`config.mk`:
```
export PLATFORM = sky130hd
export DESIGN_NAME = wms_ram
export DESIGN_NICKNAME = d
export VERILOG_FILES = /design/src/design/wms_ram.sv
export SDC_FILE = /design/constraint.sdc
export NUM_CORES = 1
export LEC_CHECK = 0
export BUFFER_PORTS_ARGS = -buffer_cell sky130_fd_sc_hd__clkbuf_2
export CORE_ASPECT_RATIO = 0.7
export CORE_MARGIN = 5
export CORE_UTILIZATION = 60
export DETAILED_ROUTE_END_ITERATION = 6
export GPL_TIMING_DRIVEN = 0
export PLACE_DENSITY = 0.77
export SYNTH_ARGS = -nofsm -noshare
export SYNTH_HDL_FRONTEND = slang
export SYNTH_SLANG_ARGS = --single-unit
export TNS_END_PERCENT = 30
```
`constraint.sdc`:
```
create_clock -name i_clk -period 1.95 [get_ports i_clk]
set_input_delay 0.0975 -clock i_clk [delete_from_list [all_inputs] [get_ports i_clk]]
set_output_delay 0.0975 -clock i_clk [all_outputs]
set_load 0.03 [all_outputs]
```
`src/design/wms_ram.sv`:
```
// ----------------------------------------------------------------------------
// wms_ram
// Single-port synchronous RAM with registered read.
// ----------------------------------------------------------------------------
module wms_ram #(
    parameter int DEPTH = 16,
    parameter int WIDTH = 8,
    localparam int AW = (DEPTH > 1) ? $clog2(DEPTH) : 1
) (
    input  logic             i_clk,
    input  logic             i_we,
    input  logic [AW-1:0]    i_addr,
    input  logic [WIDTH-1:0] i_wdata,
    output logic [WIDTH-1:0] o_rdata
);

    logic [WIDTH-1:0] r_mem [DEPTH];
    logic [WIDTH-1:0] r_rdata;

    always_ff @(posedge i_clk) begin
        if (i_we) begin
            r_mem[i_addr] <= i_wdata;
        end
        r_rdata <= r_mem[i_addr];
    end

    assign o_rdata = r_rdata;

endmodule

```
==> flow_summary.ini <==
[status]
status = complete, no violations

[grt]
grt-ovfl-total = 0
grt_max_degree = 17
grt.total_usage_pct = 21.2
grt_pass1_wl_um = 14900
first_global_vias = 2389
antenna_found_initial = 0

[hold_path]
whs_path_depth = 1
hold_path.class = in2reg
min_from = i_wdata[0]
worstHoldEndpoint = r_mem[2][0]

[sta]
rsz0062_at_grt = no
maxSlewViolCount = 0
worstMarginPinSlew_ps = 1240
report.final.setup_viol = 0
max_freq_ghz = 0.589
fin_hold_ws_ps = 152
finalHoldViolations = 0
min_period_ps = 1700
layout_worst_path_cycle_share_pct = 87.0
setup_tns_ps = 0
max_slew_margin_pct = 16.9
skew_ps = 7.65

[worst_setup_path]
endpoint_kind = register
reg2reg_depth = 3
arrival_ps = 1720
crit_path_start_kind = input pin
cp.required_ps = 1980
r2r_end = o_rdata[3]
reg2reg_from = r_mem[5][3]
crit_fanout = 8
crit_type = in2reg
rrSetupSlack_ps = 580

[routing]
vias_per_cell = 6.23
route.vias.total = 2406
route.detailed.drc = 0
first_pass_iters = 5
drt_iter0_drc = 281
routed_wl_um = 9910
routedWlPerCell_um = 25.7
ant_nets = 0

[cts]
root_buffer = clkbuf_16
ctsResizeCount = 0
clk_latency_ps = 420
post_cts_buffers = 0
clock_sink_count = 136
cts_hold_buf = 0
cts_made_buffers = 17
clockBufferDepth = 2
path_clk_slew_ps = 60
htreeDepth = 4
cts_tree = built

[final_layout]
n_antenna_cell = 0
nets = 282
drive_gt1_share_pct = 30.6
regArea_um2 = 4000
fin_util_pct = 72.0
finalNonFillerCells = 386
stdcell_area_um2 = 6000
area_delta_synth_final_pct = 18.4
nFillCells = 479
multi_input_area_um2 = 1000

[synth]
synthCells = 230
yosys_warnings = 0
syn_nets = 244
synth_cell_types = 18
ys_ff_latch = 136
yosysSeqAreaShare_pct = 79.0
synth_ff_type = edfxtp_1
synth_edf_count = 128
syn_area_per_cell_um2 = 22.0
synth_area_um2 = 5070
ys_async_sr_fraction_pct = 0

[floorplanning]
row_count = 28
die_h_um = 86.9
initial_core_util_pct = 60.8
dieArea_um2 = 10400
core_area_um2 = 8340
die_w_um = 120
io_pins = 22

[place]
dp_cells = 354
placedInstanceArea_um2 = 5290
port_buffers = 19
hpwl_um = 6090
gp_congestion = 0.767

[power]
ir_drop_uv = 1050
leakagePower_nw = 1.98
powerDensity_nw_per_um2 = 1240

[job]
maxCapViolations = 0
-- flip-flops by register name, summed over array words and instances, names as in the netlist --
signal / cells
r_mem: 128
o_rdata: 8
-- critical path, stage by stage --
cell and delay [ps]:
clkbuf_2 150, or3b_2 530, nor3_1 940
-- logic make-up after synthesis --
family	synth area share, %
buffers and inverters	1.19
and+or+nand+nor	3.21
muxes	14.2
AOI/OAI and AO/OA	2.37
DFF	79.0
-- layout by cell type, fill, tap and decap left out --
master      instances
buf_1               4
nor2b_1             2
or3b_2              1
clkinvlp_4          2
clkinv_1            2
bufinv_16           8
buf_2               2
nand3b_1            2
buf_6               2
clkinv_4            1
clkinv_2            1
mux4_2             32
clkbuf_16          17
nor3_1              4
clkbuf_1            3
dfxtp_1             8
nand3_1             1
nor2_1             13
a22oi_1            16
and2_1              1
nand2_1             9
nand2b_1            2
clkbuf_2           20
edfxtp_1          128
-- cells in the mapped netlist, types with 2 or more instances --
| cell type | number | share of area [%] |
|---|---|---|
| dfxtp_1 | 8 | 3.2 |
| nor3_1 | 4 | 0.40 |
| nand2b_1 | 2 | 0.25 |
| clkbuf_1 | 2 | 0.15 |
| a22oi_1 | 16 | 2.4 |
| edfxtp_1 | 128 | 76 |
| nor2_1 | 13 | 0.96 |
| buf_1 | 4 | 0.30 |
| nand2_1 | 9 | 0.67 |
| buf_6 | 2 | 0.44 |
| buf_2 | 2 | 0.20 |
| nor2b_1 | 2 | 0.25 |
| nand3b_1 | 2 | 0.30 |
| mux4_2 | 32 | 14 |
-- per-layer routing --
metal | global-route usage [%] | wire (µm) | vias to the layer above
li1 | - | - | 1041
met1 | 31.8 | 4410 | 1244
met2 | 29.4 | 4420 | 105
met3 | 6.04 | 879 | 16
met4 | 9.88 | 192 | 0
met5 | 0 | 0 | -
-- how the worst max path moves through the flow --
stage	to	startpoint
4_1_cts	r_mem[0][5]	i_addr[2]
6_report	r_mem[0][5]	i_addr[2]
2_1_floorplan	r_mem[0][0]	i_addr[2]
3_5_place_dp	r_mem[0][1]	i_addr[2]
3_3_place_gp	r_mem[0][1]	i_addr[2]
5_1_grt	r_mem[0][5]	i_addr[2]
-- through the flow --
stage | setup WS (ps) | total power (W)
global placement | -190 | 0.00368
CTS | 209 | 0.00747
floorplan | 359 | 0.00355
global route | 71.3 | 0.00764
finish | 253 | 0.00744
detailed placement | -228 | 0.00369
-- power by group --
part / switching [W] / total, W / internal [W]
logic: 0.000223 / 0.000346 / 0.000123
registers: 0.0000166 / 0.00329 / 0.00327
clock network: 0.00116 / 0.00380 / 0.00264
-- final cells by class --
cell class              count  share of cell area (%)
clock buffers              18                    7.15
well taps                 105                    2.19
clock inverters            14                    4.61
flip-flops and latches    136                    66.7
multi-input cells          83                    16.7
plain buffers              11                    1.00
repair buffers             19                    1.58
Note: power is estimated with default switching activity, not from simulation.
