===== src/design/wms_pkg.sv =====
// ----------------------------------------------------------------------------
// wms_pkg
// Shared types and constants for the windowed momentum signal block.
// ----------------------------------------------------------------------------
package wms_pkg;

    localparam int SYM_IN_W  = 4;
    localparam int PRICE_W   = 32;
    localparam int THR_W     = 24;

    localparam logic [THR_W-1:0] THRESH_RESET = 24'd33554;

    localparam logic SIDE_BUY  = 1'b0;
    localparam logic SIDE_SELL = 1'b1;

    typedef struct packed {
        logic [SYM_IN_W-1:0] symbol_index;
        logic [PRICE_W-1:0]  price;
    } t_in;

    typedef struct packed {
        logic [SYM_IN_W-1:0] signal_symbol;
        logic                side;
    } t_out;

    typedef enum logic [2:0] {
        ST_CLEAR,
        ST_IDLE,
        ST_META,
        ST_SUM,
        ST_DRAIN,
        ST_MUL,
        ST_CMP
    } t_state;

endpackage


===== src/design/wms_ctrl.sv =====
// ----------------------------------------------------------------------------
// wms_ctrl
// Sequencer and datapath: ring update, windowed sums, threshold compare,
// result register. Drives the window and per-symbol state RAMs.
// ----------------------------------------------------------------------------
module wms_ctrl #(
    parameter int SYMBOLS    = 16,
    parameter int WINDOW_LEN = 20,
    parameter int MIN_FILL   = 10,
    parameter int AVG_LEN    = 5,
    localparam int SYM_W  = (SYMBOLS > 1) ? $clog2(SYMBOLS) : 1,
    localparam int ADDR_W = $clog2(SYMBOLS * WINDOW_LEN),
    localparam int CNT_W  = $clog2(WINDOW_LEN + 1),
    localparam int SLOT_W = $clog2(WINDOW_LEN),
    localparam int META_W = CNT_W + SLOT_W
) (
    input  logic                          i_clk,
    input  logic                          i_rst_n,
    input  logic [wms_pkg::THR_W-1:0]     i_thr,
    input  logic                          i_in_valid,
    input  wms_pkg::t_in                  i_in_data,
    output logic                          o_in_stall,
    output logic                          o_out_valid,
    output wms_pkg::t_out                 o_out_data,
    input  logic                          i_out_stall,
    output logic                          o_win_we,
    output logic [ADDR_W-1:0]             o_win_addr,
    output logic [wms_pkg::PRICE_W-1:0]   o_win_wdata,
    input  logic [wms_pkg::PRICE_W-1:0]   i_win_rdata,
    output logic                          o_meta_we,
    output logic [SYM_W-1:0]              o_meta_addr,
    output logic [META_W-1:0]             o_meta_wdata,
    input  logic [META_W-1:0]             i_meta_rdata
);

    localparam int LEN_W  = $clog2(AVG_LEN + 1);
    localparam int ISS_W  = LEN_W + 1;
    localparam int SUM_W  = wms_pkg::PRICE_W + $clog2(AVG_LEN + 1);
    localparam int PROD_W = SUM_W + wms_pkg::THR_W;
    localparam int EXT_W  = SYM_W + wms_pkg::SYM_IN_W;

    wms_pkg::t_state r_state, n_state;

    logic [SYM_W-1:0]           r_clr;
    logic [SYM_W-1:0]           r_sym;
    logic [wms_pkg::SYM_IN_W-1:0] r_sym_out;
    logic [ADDR_W-1:0]          r_base;
    logic [wms_pkg::PRICE_W-1:0] r_price;
    logic [SLOT_W-1:0]          r_slot;
    logic [SLOT_W-1:0]          r_rec_slot;
    logic [LEN_W-1:0]           r_len;
    logic [ISS_W-1:0]           r_issue;
    logic                       r_rd_vld;
    logic                       r_rd_rec;
    logic [SUM_W-1:0]           r_acc_old;
    logic [SUM_W-1:0]           r_acc_rec;
    logic [PROD_W-1:0]          r_prod;
    logic [SUM_W-1:0]           r_diff;
    logic                       r_rising;
    logic                       r_nz;
    logic                       r_out_vld;
    wms_pkg::t_out              r_out;

    logic [EXT_W-1:0]  sym_ext;
    logic              sym_ok;
    logic              in_acc;
    logic [CNT_W-1:0]  m_cnt;
    logic [SLOT_W-1:0] m_old;
    logic [CNT_W:0]    m_sum;
    logic [SLOT_W-1:0] wr_slot;
    logic [CNT_W-1:0]  nw_cnt;
    logic [SLOT_W-1:0] nw_old;
    logic [LEN_W-1:0]  nw_len;
    logic [CNT_W:0]    rec_sum;
    logic [SLOT_W-1:0] rec_slot;
    logic              fill_ok;
    logic              last_old;
    logic              last_iss;
    logic              hit;
    logic              out_take;
    logic              out_load;

    assign sym_ext = EXT_W'(i_in_data.symbol_index);
    assign sym_ok  = int'(sym_ext) < SYMBOLS;
    assign in_acc  = i_in_valid && (r_state == wms_pkg::ST_IDLE);

    // ring update from the stored fill count and oldest slot
    always_comb begin
        m_cnt = i_meta_rdata[META_W-1:SLOT_W];
        m_old = i_meta_rdata[SLOT_W-1:0];
        m_sum = (CNT_W+1)'(m_old) + (CNT_W+1)'(m_cnt);
        if (int'(m_cnt) < WINDOW_LEN) begin
            wr_slot = (int'(m_sum) >= WINDOW_LEN) ?
                      SLOT_W'(m_sum - (CNT_W+1)'(WINDOW_LEN)) : SLOT_W'(m_sum);
            nw_cnt  = m_cnt + 1'b1;
            nw_old  = m_old;
        end else begin
            wr_slot = m_old;
            nw_cnt  = m_cnt;
            nw_old  = (m_old == SLOT_W'(WINDOW_LEN - 1)) ? '0 : m_old + 1'b1;
        end
        nw_len   = (AVG_LEN < int'(nw_cnt)) ? LEN_W'(AVG_LEN) : LEN_W'(nw_cnt);
        rec_sum  = (CNT_W+1)'(nw_old) + (CNT_W+1)'(nw_cnt) - (CNT_W+1)'(nw_len);
        rec_slot = (int'(rec_sum) >= WINDOW_LEN) ?
                   SLOT_W'(rec_sum - (CNT_W+1)'(WINDOW_LEN)) : SLOT_W'(rec_sum);
        fill_ok  = int'(nw_cnt) >= MIN_FILL;
    end

    assign last_old = r_issue == (ISS_W'(r_len) - 1'b1);
    assign last_iss = r_issue == ({r_len, 1'b0} - 1'b1);
    assign hit      = r_nz && ({r_diff, wms_pkg::THR_W'(0)} > r_prod);
    assign out_take = r_out_vld && !i_out_stall;
    assign out_load = (r_state == wms_pkg::ST_CMP) && hit && (!r_out_vld || !i_out_stall);

    always_comb begin
        n_state      = r_state;
        o_win_we     = 1'b0;
        o_win_addr   = r_base + ADDR_W'(r_slot);
        o_win_wdata  = r_price;
        o_meta_we    = 1'b0;
        o_meta_addr  = sym_ext[SYM_W-1:0];
        o_meta_wdata = {nw_cnt, nw_old};
        case (r_state)
            wms_pkg::ST_CLEAR: begin
                o_meta_we    = 1'b1;
                o_meta_addr  = r_clr;
                o_meta_wdata = '0;
                if (r_clr == SYM_W'(SYMBOLS - 1)) begin
                    n_state = wms_pkg::ST_IDLE;
                end
            end
            wms_pkg::ST_IDLE: begin
                if (in_acc && sym_ok) begin
                    n_state = wms_pkg::ST_META;
                end
            end
            wms_pkg::ST_META: begin
                o_win_we    = 1'b1;
                o_win_addr  = r_base + ADDR_W'(wr_slot);
                o_meta_we   = 1'b1;
                o_meta_addr = r_sym;
                n_state     = fill_ok ? wms_pkg::ST_SUM : wms_pkg::ST_IDLE;
            end
            wms_pkg::ST_SUM: begin
                if (last_iss) begin
                    n_state = wms_pkg::ST_DRAIN;
                end
            end
            wms_pkg::ST_DRAIN: begin
                n_state = wms_pkg::ST_MUL;
            end
            wms_pkg::ST_MUL: begin
                n_state = wms_pkg::ST_CMP;
            end
            wms_pkg::ST_CMP: begin
                if (!hit || out_load) begin
                    n_state = wms_pkg::ST_IDLE;
                end
            end
            default: begin
                n_state = wms_pkg::ST_IDLE;
            end
        endcase
    end

    always_ff @(posedge i_clk) begin
        if (!i_rst_n) begin
            r_state   <= wms_pkg::ST_CLEAR;
            r_clr     <= '0;
            r_rd_vld  <= 1'b0;
            r_out_vld <= 1'b0;
        end else begin
            r_state  <= n_state;
            r_rd_vld <= (r_state == wms_pkg::ST_SUM);
            if (r_state == wms_pkg::ST_CLEAR) begin
                r_clr <= r_clr + 1'b1;
            end
            if (out_load) begin
                r_out_vld <= 1'b1;
            end else if (out_take) begin
                r_out_vld <= 1'b0;
            end
        end
    end

    always_ff @(posedge i_clk) begin
        if (in_acc) begin
            r_sym     <= sym_ext[SYM_W-1:0];
            r_sym_out <= i_in_data.symbol_index;
            r_price   <= i_in_data.price;
            r_base    <= ADDR_W'(int'(sym_ext[SYM_W-1:0]) * WINDOW_LEN);
        end
        if (r_state == wms_pkg::ST_META) begin
            r_slot     <= nw_old;
            r_rec_slot <= rec_slot;
            r_len      <= nw_len;
            r_issue    <= '0;
            r_acc_old  <= '0;
            r_acc_rec  <= '0;
        end else begin
            if (r_state == wms_pkg::ST_SUM) begin
                r_issue  <= r_issue + 1'b1;
                r_rd_rec <= r_issue >= ISS_W'(r_len);
                if (last_old) begin
                    r_slot <= r_rec_slot;
                end else begin
                    r_slot <= (r_slot == SLOT_W'(WINDOW_LEN - 1)) ? '0 : r_slot + 1'b1;
                end
            end
            if (r_rd_vld) begin
                if (r_rd_rec) begin
                    r_acc_rec <= r_acc_rec + SUM_W'(i_win_rdata);
                end else begin
                    r_acc_old <= r_acc_old + SUM_W'(i_win_rdata);
                end
            end
        end
        if (r_state == wms_pkg::ST_MUL) begin
            r_prod   <= PROD_W'(r_acc_old) * PROD_W'(i_thr);
            r_rising <= r_acc_rec > r_acc_old;
            r_diff   <= (r_acc_rec > r_acc_old) ? r_acc_rec - r_acc_old
                                                : r_acc_old - r_acc_rec;
            r_nz     <= r_acc_old != '0;
        end
        if (out_load) begin
            r_out.signal_symbol <= r_sym_out;
            r_out.side          <= r_rising ? wms_pkg::SIDE_BUY : wms_pkg::SIDE_SELL;
        end
    end

    assign o_in_stall  = (r_state != wms_pkg::ST_IDLE);
    assign o_out_valid = r_out_vld;
    assign o_out_data  = r_out;

endmodule


===== config.mk =====
export PLATFORM = sky130hd
export DESIGN_NAME = wms_ctrl
export DESIGN_NICKNAME = d
export VERILOG_FILES = /design/src/design/wms_pkg.sv /design/src/design/wms_ctrl.sv
export SDC_FILE = /design/constraint.sdc
export NUM_CORES = 2
export LEC_CHECK = 0
export ABC_CLOCK_PERIOD_IN_PS = 10400
export BUFFER_PORTS_ARGS = -buffer_cell sky130_fd_sc_hd__buf_4
export CAP_MARGIN = 40
export CORE_MARGIN = 2
export CORE_UTILIZATION = 55
export CTS_BUF_LIST = sky130_fd_sc_hd__clkbuf_16
export DETAILED_ROUTE_END_ITERATION = 12
export PLACE_DENSITY_LB_ADDON = 0.2
export SLEW_MARGIN = 20
export SYNTH_ARGS = -nofsm -noshare
export SYNTH_HDL_FRONTEND = slang
export SYNTH_SLANG_ARGS = --single-unit

===== constraint.sdc =====
create_clock -name i_clk -period 10.4 [get_ports i_clk]
set_input_delay 2.08 -clock i_clk [delete_from_list [all_inputs] [get_ports i_clk]]
set_output_delay 2.08 -clock i_clk [all_outputs]
set_load 0.05 [all_outputs]

==> impl_metrics.toml <==
[global_routing]
grt_pass1_vias = 34796
grt_max_degree = 60
track_usage_pct = 27.8
antenna_found_initial = 2
grt_pass1_wl_um = 183000
grt_overflow = 0

[outcome]
status = "completed"

[final_layout]
drive_gt1_share_pct = 6.26
seq_area_um2 = 6350
fillers = 6917
multiInputGateArea_um2 = 33000
fin_area_um2 = 46900
syn_to_final_growth_pct = 6.83
nNetsFinal = 6193

[timing]
drv_slew = 0
worst_slack_ps = 1440
min_period_over_period_pct = 86.1
min_period_ps = 8960
relSlewSlack_pct = 39.7
finalSetupViolations = 0
final_hold_viol_count = 0
skew_ps = 17.0
finalSetupTns_ps = 0
worst_slew_pin_slew_ps = 904
rsz0062_at_grt = "false"
fmax_ghz = 0.112

[synth]
yosysUniqueCellTypes = 84
syn_area_um2 = 43900
yosys-top-cells-area = "fa_1 33%, ha_1 11%, edfxtp_1 11%, inv_1 8.2%, and2_1 6.4%"
synthCells = 4959
yosys_register_bits = 239
synth-main-ff-cell = "edfxtp_1"
synth_edf_count = 156
avgSynthCellArea_um2 = 8.85
ys_seq_area_share_pct = 14.5
async_flop_share_pct = 0
synth_top_area_share_pct = 33.4
synth_nets = 6185
yosysWarnings = 0
yosys.area.top_type = "fa_1"

[critical_path]
end_kind = "flip-flop"
crit_type = "in2reg"
critPathArrivalTime_ps = 9260
start_kind = "primary input"
worst_ep_required_time_ps = 10710
path_max_fanout = 35

[placement]
place_ws_ps = 912
place_hpwl_um = 89900
gp_congestion = 0.952
dpl_cell_area_um2 = 46000
port_buffers = 169

[clock_network]
ctsHoldBuffers = 0
clock_path_buffers = 3
cts_tree = "done"
htree_levels = 1
clkLatencyLatePin_ps = 560
ctsResizeCount = 0
clk_pin_slew_ps = 60
cts_buffers = 26
root_buffer = "clkbuf_16"
cts_sinks = 239
postCtsSetupBuffers = 0

[die]
initial_core_util_pct = 55.6
boundaryPins = 170
die_h_um = 287
die_w_um = 287
core_region_area_um2 = 79000
dieArea_um2 = 82100
rows = 103

[drt]
wire_per_inst_um = 18.3
drc = 0
routed-wl-met2_um = 55100
antenna_left = 0
drt_iter0_drc = 2418
routed.top_layer = "met5"
dr_wl_met3_um = 5950
num_vias = 33617
vias_per_cell = 5.57
drt_wl_total_um = 110000
wl_met1_um = 46000
dr.pass1.iters = 6

[hold_path]
hold_path_class = "reg2reg"

[job]
maxCapViolCount = 0
## cell type report
cell class | count | share of cell area, %
antenna | 2 | 0.0107
clock inverter | 21 | 0.400
multi-input combinational | 3513 | 70.4
clock buffer | 27 | 1.44
sequential | 239 | 13.5
timing repair buffer | 227 | 3.77
tap | 1050 | 2.80
inverter | 960 | 7.68
## registers in the layout (all words and copies together), names as in the netlist, 5 cells and up
signal and flops:
r_acc_old 35, o_win_wdata 32, r_base 5, o_out_data 5
r_acc_rec 35, r_slot 5, r_diff 35, r_rec_slot 5
r_prod 59
## cell usage in the layout, fill, tap and decap left out, drive strengths merged, types with 20 or more instances in the layout
cell,netlist,final
xor2,62,62
nor4,21,21
ha,388,388
o21ai,141,141
xnor2,98,98
fa,732,732
dfxtp,83,83
and2,446,446
nand3,46,46
nor2,164,164
nor3,37,37
a21oi,263,263
a211oi,32,32
a31oi,20,20
nand4,37,37
o21bai,35,35
nand2b,23,23
nor2b,24,24
inv,959,963
edfxtp,156,156
a21o,88,88
buf,29,226
clkbuf,218,28
nand2,636,636
## per-layer routing
metal  up-vias  global-route usage (%)
li1      15537                       -
met1     16880                    36.9
met2      1009                    48.6
met3       189                    2.54
met4         2                    8.36
met5         -                       0
## worst max-delay path, stage by stage
cell	delay (ps)
buf_4	360
nand2_1	140
fa_1	540
fa_1	550
inv_1	50
fa_1	480
fa_1	670
fa_1	470
fa_1	490
inv_1	50
fa_1	490
inv_1	40
ha_1	400
nand2_1	140
nor2_1	250
nand4_1	220
o31ai_1	280
nor2_1	190
or4_1	540
a41o_1	240
a21oi_2	170
nor4_1	60
a311o_1	310
## through the flow
step	util, %	instances	hold slack, ps
2_1_floorplan	-	4959	426
3_3_place_gp	58.1	5980	448
3_5_place_dp	58.2	5987	451
4_1_cts	59.3	6035	472
5_1_grt	59.4	6038	484
6_report	59.4	6039	472
## final timing paths
check / from / end / slack [ps] / cells after the start
worst min-delay path: r_sym_out[3]$_DFFE_PP_ / o_out_data[4]$_DFFE_PP_ / 470 / 0
worst min register to register: r_sym_out[3]$_DFFE_PP_ / o_out_data[4]$_DFFE_PP_ / 470 / 0
worst max register to register: r_acc_old[9]$_SDFFE_PP0P_ / r_prod[58]$_DFFE_PP_ / 2160 / 23
worst max-delay path: i_thr[9] / r_prod[58]$_DFFE_PP_ / 1440 / 23
## synth_stat cells, types with 35 or more instances
master    number
ha_1         388
o21ai_0      137
nand4_1       37
nor3_1        37
o21bai_1      35
edfxtp_1     156
xnor2_1       98
a21oi_1      261
nand3_1       46
and2_1       446
clkbuf_1     218
nand2_1      636
dfxtp_1       83
inv_1        956
fa_1         732
a21o_1        88
nor2_1       163
xor2_1        62
## cells by family (layout without fill, tap and decap cells)
| group | Yosys count | after routing | synth area share, % |
|---|---|---|---|
| AND/OR/NAND/NOR | 1495 | 1495 | 16.7 |
| buffers and inverters | 1207 | 1235 | 10.4 |
| adder cells (fa/ha/maj) | 1120 | 1120 | 44.4 |
| AO/OA/AOI/OAI | 718 | 718 | 10.4 |
| flip-flops | 239 | 239 | 14.5 |
| XOR/XNOR | 160 | 160 | 3.19 |
| multiplexers | 20 | 20 | 0.465 |
| other | 0 | 2 | 0 |
Power is not shown: default switching activity piles up to over one toggle a cycle in this logic, so the estimate is an artifact.
